--- src/hdl/shg_pkg.sv ---
// ----------------------------------------------------------------------------
// shg_pkg
// Shared widths, register indexes and fixed-point constants for the stereo
// high-pass / low-pass / gain chain.
// ----------------------------------------------------------------------------
package shg_pkg;

    localparam int SAMPLE_W = 32;
    localparam int FRAC_W   = 16;
    localparam int PROD_W   = 2 * SAMPLE_W;
    localparam int COEFF_W  = 17;
    localparam int GAIN_W   = 19;
    localparam int ADDR_W   = 5;
    localparam int DATA_W   = 32;
    localparam int REG_IDX_W = 3;

    localparam logic [SAMPLE_W-1:0] UNITY = SAMPLE_W'(1) << FRAC_W;
    localparam logic [GAIN_W-1:0]   GAIN_RESET = GAIN_W'(1) << FRAC_W;

    localparam logic [REG_IDX_W-1:0] REG_HPF_EN    = 3'd0;
    localparam logic [REG_IDX_W-1:0] REG_HPF_COEFF = 3'd1;
    localparam logic [REG_IDX_W-1:0] REG_LPF_EN    = 3'd2;
    localparam logic [REG_IDX_W-1:0] REG_LPF_COEFF = 3'd3;
    localparam logic [REG_IDX_W-1:0] REG_GAIN      = 3'd4;
    localparam logic [REG_IDX_W-1:0] REG_MUTE      = 3'd5;

    typedef logic signed [SAMPLE_W-1:0] t_sample;

endpackage

--- src/hdl/stereo_hpf_lpf_gain_chain_unit.sv ---
// ----------------------------------------------------------------------------
// stereo_hpf_lpf_gain_chain_unit
// Per-side one-pole high-pass, one-pole low-pass and gain on Q16.16 stereo
// pairs, built around one shared 32x32 signed multiplier.
// ----------------------------------------------------------------------------
// Usage:
//   Input channel (i_valid / o_ready) takes one stereo pair with its active
//   and block-end flags per beat. Output channel (o_valid / i_ready) returns
//   one processed pair per input beat, in order.
//   o_ready is high only while the sequencer is idle; one pair is worked on
//   at a time. Each side runs high-pass (S_HP, plus S_HP_WB when enabled),
//   low-pass (S_LP, plus S_LP2 and S_LP_WB when enabled) and gain (S_GAIN,
//   S_G_WB) on the shared multiplier, then the pair moves to S_DONE.
//   A muted or inactive pair goes from S_IDLE straight to S_DONE. From S_DONE
//   the result enters the output register once it is free, and the sequencer
//   returns to S_IDLE, where the next pair is accepted.
//   Adders aside, the multiplier is the single arithmetic unit; its product is registered.
//   The output register holds a finished beat while the receiver stalls;
//   the next pair is accepted and processed meanwhile and waits in the
//   result stage until the output register frees up.
//   APB registers: 0 hpf_enable, 1 hpf_coeff, 2 lpf_enable, 3 lpf_coeff,
//   4 gain, 5 mute at byte addresses 4*i. Writing a filter register clears
//   that filter's history. Write only while idle.
//   Reset (synchronous, active low) clears the sequencer, the output valid,
//   all filter histories and the registers (gain to unity).
// ----------------------------------------------------------------------------
module stereo_hpf_lpf_gain_chain_unit (
    input  logic                         i_clk,
    input  logic                         i_rst_n,
    input  logic                         i_valid,
    output logic                         o_ready,
    input  logic signed [shg_pkg::SAMPLE_W-1:0] i_left_in,
    input  logic signed [shg_pkg::SAMPLE_W-1:0] i_right_in,
    input  logic                         i_instrument_active,
    input  logic                         i_block_end,
    output logic                         o_valid,
    input  logic                         i_ready,
    output logic signed [shg_pkg::SAMPLE_W-1:0] o_left_out,
    output logic signed [shg_pkg::SAMPLE_W-1:0] o_right_out,
    output logic                         o_audible,
    output logic                         o_block_end_out,
    input  logic                         psel,
    input  logic                         penable,
    input  logic                         pwrite,
    input  logic [shg_pkg::ADDR_W-1:0]   paddr,
    input  logic [shg_pkg::DATA_W-1:0]   pwdata,
    output logic [shg_pkg::DATA_W-1:0]   prdata,
    output logic                         pready
);

    localparam logic [3:0] S_IDLE  = 4'd0;
    localparam logic [3:0] S_HP    = 4'd1;
    localparam logic [3:0] S_HP_WB = 4'd2;
    localparam logic [3:0] S_LP    = 4'd3;
    localparam logic [3:0] S_LP2   = 4'd4;
    localparam logic [3:0] S_LP_WB = 4'd5;
    localparam logic [3:0] S_GAIN  = 4'd6;
    localparam logic [3:0] S_G_WB  = 4'd7;
    localparam logic [3:0] S_DONE  = 4'd8;

    localparam int SW = shg_pkg::SAMPLE_W;
    localparam int FW = shg_pkg::FRAC_W;
    localparam int PW = shg_pkg::PROD_W;

    logic [3:0]                   r_state, n_state;
    logic                         r_side;
    shg_pkg::t_sample             r_x, r_right, r_acc, r_resl, r_resr;
    logic                         r_aud, r_blk;
    logic signed [shg_pkg::PROD_W-1:0] r_prod;

    shg_pkg::t_sample             r_hp_pin [2];
    shg_pkg::t_sample             r_hp_pout[2];
    shg_pkg::t_sample             r_lp_pout[2];

    logic                         r_hpf_en, r_lpf_en, r_mute;
    logic [shg_pkg::COEFF_W-1:0]  r_hpf_coeff, r_lpf_coeff;
    logic [shg_pkg::GAIN_W-1:0]   r_gain;

    logic                         r_ovalid;
    shg_pkg::t_sample             r_oleft, r_oright;
    logic                         r_oaud, r_oblk;

    logic                         w_in_acc, w_cfg_wr, w_out_free;
    logic [shg_pkg::REG_IDX_W-1:0] w_idx;
    shg_pkg::t_sample             w_ma, w_mb, w_pslice, w_hp_sum, w_oma;
    logic signed [shg_pkg::PROD_W-1:0] w_prod;
    logic                         w_mul_en;
    logic                         w_clr_hp, w_clr_lp;

    assign w_in_acc   = i_valid && o_ready;
    assign w_cfg_wr   = psel && penable && pwrite && pready;
    assign w_idx      = paddr[shg_pkg::ADDR_W-1:2];
    assign w_out_free = !r_ovalid || i_ready;
    assign w_clr_hp   = w_cfg_wr && (w_idx == shg_pkg::REG_HPF_EN ||
                                     w_idx == shg_pkg::REG_HPF_COEFF);
    assign w_clr_lp   = w_cfg_wr && (w_idx == shg_pkg::REG_LPF_EN ||
                                     w_idx == shg_pkg::REG_LPF_COEFF);

    assign w_pslice = r_prod[SW+FW-1:FW];
    assign w_hp_sum = r_hp_pout[r_side] + r_x - r_hp_pin[r_side];
    assign w_oma    = shg_pkg::UNITY - {{(SW-shg_pkg::COEFF_W){1'b0}}, r_lpf_coeff};

    always_comb begin
        w_ma     = '0;
        w_mb     = '0;
        w_mul_en = 1'b0;
        unique case (r_state)
            S_HP: begin
                w_ma     = {{(SW-shg_pkg::COEFF_W){1'b0}}, r_hpf_coeff};
                w_mb     = w_hp_sum;
                w_mul_en = r_hpf_en;
            end
            S_LP: begin
                w_ma     = {{(SW-shg_pkg::COEFF_W){1'b0}}, r_lpf_coeff};
                w_mb     = r_x;
                w_mul_en = r_lpf_en;
            end
            S_LP2: begin
                w_ma     = w_oma;
                w_mb     = r_lp_pout[r_side];
                w_mul_en = 1'b1;
            end
            S_GAIN: begin
                w_ma     = {{(SW-shg_pkg::GAIN_W){1'b0}}, r_gain};
                w_mb     = r_x;
                w_mul_en = 1'b1;
            end
            default: begin
                w_mul_en = 1'b0;
            end
        endcase
    end

    assign w_prod = PW'(w_ma) * PW'(w_mb);

    always_comb begin
        n_state = r_state;
        unique case (r_state)
            S_IDLE: begin
                if (i_valid) begin
                    n_state = (i_instrument_active && !r_mute) ? S_HP : S_DONE;
                end
            end
            S_HP:    n_state = r_hpf_en ? S_HP_WB : S_LP;
            S_HP_WB: n_state = S_LP;
            S_LP:    n_state = r_lpf_en ? S_LP2 : S_GAIN;
            S_LP2:   n_state = S_LP_WB;
            S_LP_WB: n_state = S_GAIN;
            S_GAIN:  n_state = S_G_WB;
            S_G_WB:  n_state = r_side ? S_DONE : S_HP;
            S_DONE:  n_state = w_out_free ? S_IDLE : S_DONE;
            default: n_state = S_IDLE;
        endcase
    end

    assign o_ready = (r_state == S_IDLE);

    // sequencer and datapath
    always_ff @(posedge i_clk) begin
        if (!i_rst_n) begin
            r_state <= S_IDLE;
            r_side  <= 1'b0;
        end else begin
            r_state <= n_state;
            if (w_in_acc) begin
                r_side <= 1'b0;
            end else if (r_state == S_G_WB) begin
                r_side <= 1'b1;
            end
        end

        if (w_mul_en) begin
            r_prod <= w_prod;
        end

        if (w_in_acc) begin
            r_x     <= i_left_in;
            r_right <= i_right_in;
            r_resl  <= i_left_in;
            r_resr  <= i_right_in;
            r_aud   <= i_instrument_active && !r_mute;
            r_blk   <= i_block_end;
        end

        unique case (r_state)
            S_HP_WB: r_x <= w_pslice;
            S_LP2:   r_acc <= w_pslice;
            S_LP_WB: r_x <= r_acc + w_pslice;
            S_G_WB: begin
                if (r_side) begin
                    r_resr <= w_pslice;
                end else begin
                    r_resl <= w_pslice;
                    r_x    <= r_right;
                end
            end
            default: begin
            end
        endcase
    end

    // filter history
    always_ff @(posedge i_clk) begin
        if (!i_rst_n || w_clr_hp) begin
            r_hp_pin[0]  <= '0;
            r_hp_pin[1]  <= '0;
            r_hp_pout[0] <= '0;
            r_hp_pout[1] <= '0;
        end else begin
            if (r_state == S_HP && r_hpf_en) begin
                r_hp_pin[r_side] <= r_x;
            end
            if (r_state == S_HP_WB) begin
                r_hp_pout[r_side] <= w_pslice;
            end
        end
        if (!i_rst_n || w_clr_lp) begin
            r_lp_pout[0] <= '0;
            r_lp_pout[1] <= '0;
        end else if (r_state == S_LP_WB) begin
            r_lp_pout[r_side] <= r_acc + w_pslice;
        end
    end

    // output register
    always_ff @(posedge i_clk) begin
        if (!i_rst_n) begin
            r_ovalid <= 1'b0;
        end else if (r_state == S_DONE && w_out_free) begin
            r_ovalid <= 1'b1;
        end else if (i_ready) begin
            r_ovalid <= 1'b0;
        end
        if (r_state == S_DONE && w_out_free) begin
            r_oleft  <= r_resl;
            r_oright <= r_resr;
            r_oaud   <= r_aud;
            r_oblk   <= r_blk;
        end
    end

    assign o_valid         = r_ovalid;
    assign o_left_out      = r_oleft;
    assign o_right_out     = r_oright;
    assign o_audible       = r_oaud;
    assign o_block_end_out = r_oblk;

    // configuration registers
    always_ff @(posedge i_clk) begin
        if (!i_rst_n) begin
            r_hpf_en    <= 1'b0;
            r_hpf_coeff <= '0;
            r_lpf_en    <= 1'b0;
            r_lpf_coeff <= '0;
            r_gain      <= shg_pkg::GAIN_RESET;
            r_mute      <= 1'b0;
        end else if (w_cfg_wr) begin
            unique case (w_idx)
                shg_pkg::REG_HPF_EN:    r_hpf_en    <= pwdata[0];
                shg_pkg::REG_HPF_COEFF: r_hpf_coeff <= pwdata[shg_pkg::COEFF_W-1:0];
                shg_pkg::REG_LPF_EN:    r_lpf_en    <= pwdata[0];
                shg_pkg::REG_LPF_COEFF: r_lpf_coeff <= pwdata[shg_pkg::COEFF_W-1:0];
                shg_pkg::REG_GAIN:      r_gain      <= pwdata[shg_pkg::GAIN_W-1:0];
                shg_pkg::REG_MUTE:      r_mute      <= pwdata[0];
                default: begin
                end
            endcase
        end
    end

    always_comb begin
        prdata = '0;
        unique case (w_idx)
            shg_pkg::REG_HPF_EN:    prdata[0] = r_hpf_en;
            shg_pkg::REG_HPF_COEFF: prdata[shg_pkg::COEFF_W-1:0] = r_hpf_coeff;
            shg_pkg::REG_LPF_EN:    prdata[0] = r_lpf_en;
            shg_pkg::REG_LPF_COEFF: prdata[shg_pkg::COEFF_W-1:0] = r_lpf_coeff;
            shg_pkg::REG_GAIN:      prdata[shg_pkg::GAIN_W-1:0] = r_gain;
            shg_pkg::REG_MUTE:      prdata[0] = r_mute;
            default:                prdata = '0;
        endcase
    end

    assign pready = 1'b1;

    a_hp_clear: assert property (@(posedge i_clk) disable iff (!i_rst_n)
        w_clr_hp |=> (r_hp_pin[0] == '0 && r_hp_pin[1] == '0 &&
                      r_hp_pout[0] == '0 && r_hp_pout[1] == '0))
        else $error("high-pass history not cleared after register write");

    a_lp_clear: assert property (@(posedge i_clk) disable iff (!i_rst_n)
        w_clr_lp |=> (r_lp_pout[0] == '0 && r_lp_pout[1] == '0))
        else $error("low-pass history not cleared after register write");

    a_bypass: assert property (@(posedge i_clk) disable iff (!i_rst_n)
        (w_in_acc && !(i_instrument_active && !r_mute)) |=>
            (r_state == S_DONE && !r_aud))
        else $error("silent pair did not take the bypass path");

    a_out_src: assert property (@(posedge i_clk) disable iff (!i_rst_n)
        $rose(r_ovalid) |-> $past(r_state == S_DONE))
        else $error("output valid raised outside the result stage");

    a_side_end: assert property (@(posedge i_clk) disable iff (!i_rst_n)
        (r_state == S_DONE) |-> (!r_aud || r_side))
        else $error("audible pair finished before the right side");

endmodule

--- config.mk ---
export PLATFORM = sky130hd
export DESIGN_NAME = stereo_hpf_lpf_gain_chain_unit
export DESIGN_NICKNAME = d
export VERILOG_FILES = /design/src/hdl/shg_pkg.sv /design/src/hdl/stereo_hpf_lpf_gain_chain_unit.sv
export SDC_FILE = /design/constraint.sdc
export NUM_CORES = 2
export LEC_CHECK = 0
export BUFFER_PORTS_ARGS = -buffer_cell sky130_fd_sc_hd__buf_2
export CELL_PAD_IN_SITES_DETAIL_PLACEMENT = 0
export CELL_PAD_IN_SITES_GLOBAL_PLACEMENT = 1
export CORE_MARGIN = 5
export CORE_UTILIZATION = 51
export DETAILED_ROUTE_END_ITERATION = 10
export GPL_ROUTABILITY_DRIVEN = 0
export PLACE_DENSITY_LB_ADDON = 0.3
export SLEW_MARGIN = 10
export SYNTH_ARGS = -nofsm -noshare
export SYNTH_HDL_FRONTEND = slang
export SYNTH_SLANG_ARGS = --single-unit
--- constraint.sdc ---
create_clock -name i_clk -period 14.1 [get_ports i_clk]
set_input_delay 0.705 -clock i_clk [delete_from_list [all_inputs] [get_ports i_clk]]
set_output_delay 0.705 -clock i_clk [all_outputs]
set_load 0.03 [all_outputs]
Yosys cells after proc, flatten, opt, wreduce, memory -nomap -nowiden --
Memory sizes are Yosys's and may differ from the RTL's. A register that Yosys moved wholly into a read port is not among the register bits. Cells that the tools add are included. W data, S select, Z words.
Word-level totals: logic and storage cells 127, memories 3, memory bits (read-only) 0, flip-flop bits (word level) 338, bits in latches 0, bits of input ports 110, memory bits (writable) 192
Memory list:
- r_hp_pin | words 2, width 32, read ports 1, clocked after Yosys merged registers in 1, write ports 2, RTL line stereo_hpf_lpf_gain_chain_unit.sv:71 | shg_pkg::t_sample r_hp_pin [2];
- r_hp_pout | words 2, width 32, read ports 1, clocked after Yosys merged registers in 1, write ports 2, RTL line stereo_hpf_lpf_gain_chain_unit.sv:72 | shg_pkg::t_sample r_hp_pout[2];
- r_lp_pout | words 2, width 32, read ports 1, clocked after Yosys merged registers in 1, write ports 2, RTL line stereo_hpf_lpf_gain_chain_unit.sv:73 | shg_pkg::t_sample r_lp_pout[2];
Cells by class: reduce and logical (&&, ||, !) cells 31, divide/modulo/power cells 0, equal/unequal tests 14, multiplexer cells 52, add/sub/neg operators 4, shift operators 0, bitwise operators 1, magnitude comparators 0, multipliers 1
Operator list (count):
- $mux W32 | 11
- $pmux W32 S3 | 2
- $pmux W32 S4 | 1
- $reduce_or A32 Y1 | 3
- $add A32 B32 Y32 | 2
- $mul A32 B32 Y48 | 1
- $pmux W16 S3 | 1
- $pmux W4 S9 | 1
- $sub A32 B32 Y32 | 1
- $mux W1 | 28
- $sub A17 B17 Y18 const A | 1
- $eq A4 B3 Y1 const B | 4
- $mux W4 | 4
- $reduce_and A2 Y1 | 6
- $eq A4 B2 Y1 const B | 2
- $logic_and A1 B1 Y1 | 8
- $eq A3 B2 Y1 const B | 2
- $eq A3 B3 Y1 const B | 2
- $pmux W1 S6 | 1
- $reduce_or A2 Y1 | 3
- $logic_or A1 B1 Y1 | 5
- $eq A4 B1 Y1 const B | 1
- $eq A4 B4 Y1 const B | 1
- $logic_not A4 Y1 | 1
- other kinds (8) | 11

Logic depth before layout (Yosys ltp) --
word-level depth 8, gate-level depth with buffers 49

Worst setup path after synthesis --
No wires, ideal clock.
path type reg-to-reg, start point reg with a tool-made name, end point reg r_prod[47] (netlist bit), data pin, path buffers 6, arrival 11843 ps, stages on the path, launching flop included 43, library setup time 258 ps, data required time 13842 ps, clock period less this slack 12101 ps, slack 1999 ps, path through dfxtp_1 clkbuf_1 clkbuf_1 clkbuf_1 clkbuf_1 buf_1 mux2_2 ha_1 inv_1 ha_1 fa_1 a211oi_1 o21ai_0 a21oi_1 o2bb2ai_1 o21ai_0 nor2_1 o21ai_0 [... 7 more ...] inv_1 fa_1 fa_1 fa_1 fa_1 fa_1 fa_1 ha_1 a21o_1 a21o_1 a21oi_1 nand2_1 o41a_1 a211oi_2 o31ai_2 a211oi_1 xnor3_1 xnor2_1
RTL lines:
- end signal: assignment | RTL line stereo_hpf_lpf_gain_chain_unit.sv:173 | r_prod <= w_prod;
- end: declaration | RTL line stereo_hpf_lpf_gain_chain_unit.sv:69 | logic signed [shg_pkg::PROD_W-1:0] r_prod;

==> impl_metrics.py <==
metrics = {
    "min_path": {
        "hold_class": "in2reg",
    },
    "clock_network": {
        "cts_root_buf": "clkbuf_16",
        "cts_hold_repair.buffers": 0,
        "worstSkewPairLatency_ps": 630,
        "cts_tree": "done",
        "cts_max_path_buffers": 3,
        "post_cts_resized": 0,
        "postCtsSetupBuffers": 0,
        "clock-sinks": 515,
        "cts_buffers": 52,
        "cts.reportedPaths.clkPinSlew_ps": 70,
        "htreeDepth": 2,
    },
    "placed_design": {
        "placed_area_um2": 50690,
        "hpwl_mm": 103.6,
        "port_buffers": 181,
    },
    "setup_path": {
        "required_ps": 14500,
        "worst-path-buf-inv": 4,
        "critical-path-top-delay-family": "adder cells",
        "cp-end-kind": "flip-flop",
        "cp_max_fo": 35,
        "worstSetupPathType": "reg2reg",
        "arrival_ps": 13380,
        "cp_slowest_stage_delay_ps": 730,
        "path_common_cell": "fa_1",
        "cp-start-kind": "flip-flop",
        "cp_slowest_cell": "nor4_1",
        "rrSetupSlack_ps": 1120,
    },
    "detailed_routing": {
        "drc": 0,
        "vias": 35133,
        "routedWlPerCell_um": 21.46,
        "firstDrtPassIters": 6,
        "drt_iter0_drc": 2823,
        "postRouteAntennaNets": 0,
        "routed_wl_mm": 135.5,
        "viasPerCell": 5.565,
    },
    "run": {
        "cap_violations": 0,
    },
    "pwr": {
        "ir_drop_uv": 98.70,
        "fin_total_pwr_mw": 4.828,
        "p_leak_nw": 23.12,
        "p_per_area_nw_per_um2": 92.07,
    },
    "global_route": {
        "antenna_found_initial": 2,
        "grt_max_degree": 94,
        "track_usage_pct": 26.76,
        "grt_pass1_wl_mm": 211.9,
        "overflow": 0,
        "grt_pass1_vias": 36019,
    },
    "cells_and_area": {
        "area_growth_pct": 8.809,
        "final_common_cell": "inv_1",
        "fin_nets": 6051,
        "final_cell_mix": "inv_1 (843), nand2_1 (742), fa_1 (711), nor2_1 (401), edfxtp_1 (356)",
        "final_area_um2": 52440,
        "fillerInstances": 8525,
        "drive_gt1_share_pct": 9.371,
        "final_util_pct": 56.02,
    },
    "timing": {
        "finalCritPeriodShare_pct": 92.03,
        "tightestPinTransition_ps": 1226,
        "slew_headroom_pct": 17.79,
        "rsz0062_at_grt": "no",
        "min_period_ps": 12980,
        "fin_setup_tns_ps": 0,
        "hold_viol_final": 0,
        "max_clock_freq_mhz": 77.07,
        "setup-violations-final": 0,
        "drv_slew": 0,
        "skew_ps": 62.53,
    },
    "synth": {
        "ys_dominant_reg_cell": "edfxtp_1",
        "synth_cells": 4944,
        "yosys.area.top_type": "fa_1",
        "ys_ff_latch": 515,
        "synth-edff-count": 356,
        "yosysWarnings": 0,
        "syn_area_per_cell_um2": 9.748,
        "yosys.cell_types.count": 89,
        "synth_top_area_share_pct": 29.53,
        "yosysSeqAreaShare_pct": 28.79,
        "ys_top_cells_by_area": "fa_1 (30%), edfxtp_1 (22%), dfxtp_1 (6.6%), inv_1 (6.6%), nand2_1 (5.8%)",
        "syn_area_um2": 48190,
        "synthArstFlopShare_pct": 0,
    },
    "status": {
        "run_status": "finished clean",
    },
    "floorplan": {
        "die-area_um2": 100700,
        "rows": 112,
        "die_width_um": 317.4,
        "die_h_um": 317.4,
        "io_pins": 211,
        "start_util_pct": 51.48,
        "core-area_um2": 93610,
    },
}
## final timing paths
path	from	end	cells after the start
hold reg to reg	r_resr[5]	o_right_out[5]	0
setup / recovery	flip-flop	r_prod[47]	34
setup reg to reg	flip-flop	r_prod[47]	34
hold / removal	i_right_in[27]	r_right[27]	1
## final cells by class
class	instances	area, um2	area share [%]
multi-input combinational	3320	30420	58.02
sequential	515	13880	26.47
inverter	847	3182	6.068
timing repair buffer	278	1634	3.116
tap	1254	1569	2.992
clock buffer	60	1351	2.577
clock inverter	38	397.9	0.7588
antenna	1	2.502	0.004772
## power breakdown
group / switching (mW) / internal, mW
clock network: 0.619 / 0.805
logic: 1.04 / 0.510
registers: 0.0723 / 1.78
## state kept, by name, indices dropped and copies added, names as in the netlist, 4 cells and up, named ones only
name,count
r_hp_pin,64
r_hp_pout,64
r_lp_pout,64
o_left_out,32
o_right_out,32
r_acc,32
r_prod,32
r_resl,32
r_resr,32
r_right,32
r_x,32
r_gain,19
r_hpf_coeff,17
r_lpf_coeff,17
r_state,4
## worst register-to-register path, delay by kind of cell (launching register included)
family / cells / cell delay (ps)
xor gates and xnor gates: 2 / 600
buffers and inverters: 4 / 810
adders and majority gates: 11 / 5360
and+or+nand+nor: 5 / 1780
AOI/OAI and AO/OA: 10 / 2950
muxes: 2 / 550
DFF: 1 / 720
## per-stage QoR
stage	hold WS (ps)	setup slack, ps	std cells
6_report	269.4	1124	6313
5_1_grt	247.6	794.0	6313
3_5_place_dp	407.7	1489	6214
3_3_place_gp	401.9	1653	6214
2_1_floorplan	400.3	1999	4956
4_1_cts	237.3	1409	6312
## synth_stat cells (all sizes together), types with 5 or more instances
library cell / number
a211oi: 14
a21boi: 54
a21o: 44
a21oi: 138
a222oi: 9
a22oi: 22
a31oi: 42
and2: 113
and3: 17
buf: 38
clkbuf: 236
dfxtp: 159
edfxtp: 356
fa: 711
ha: 216
inv: 846
mux2: 38
mux2i: 122
nand2: 744
nand2b: 21
nand3: 30
nand4: 14
nor2: 404
nor2b: 20
nor3: 57
nor4: 39
o211a: 5
o211ai: 11
o21a: 14
o21ai: 146
o21bai: 16
o221ai: 29
o311a: 6
o311ai: 5
o31ai: 10
or2: 7
or3: 14
xnor2: 72
xor2: 41
## metal layers
layer	vias to the layer above	wire, um	global-route usage, %
met4	2	5001	8.408
met5	-	13	0
met2	1181	64010	43.44
met3	245	9443	4.398
li1	15862	-	-
met1	17843	57010	37.27
## cells by family after synthesis
group	after synthesis	synth area share (%)
AND/OR/NAND/NOR	1501	13.45
buffers and inverters	1121	8.874
adder cells (fa/ha/maj)	927	35.14
AO/OA/AOI/OAI	603	8.150
flip-flops	515	28.79
multiplexers	161	3.469
XOR/XNOR	114	2.116
other	2	0.01558
No activity file was read; power rests on OpenSTA's default activity.
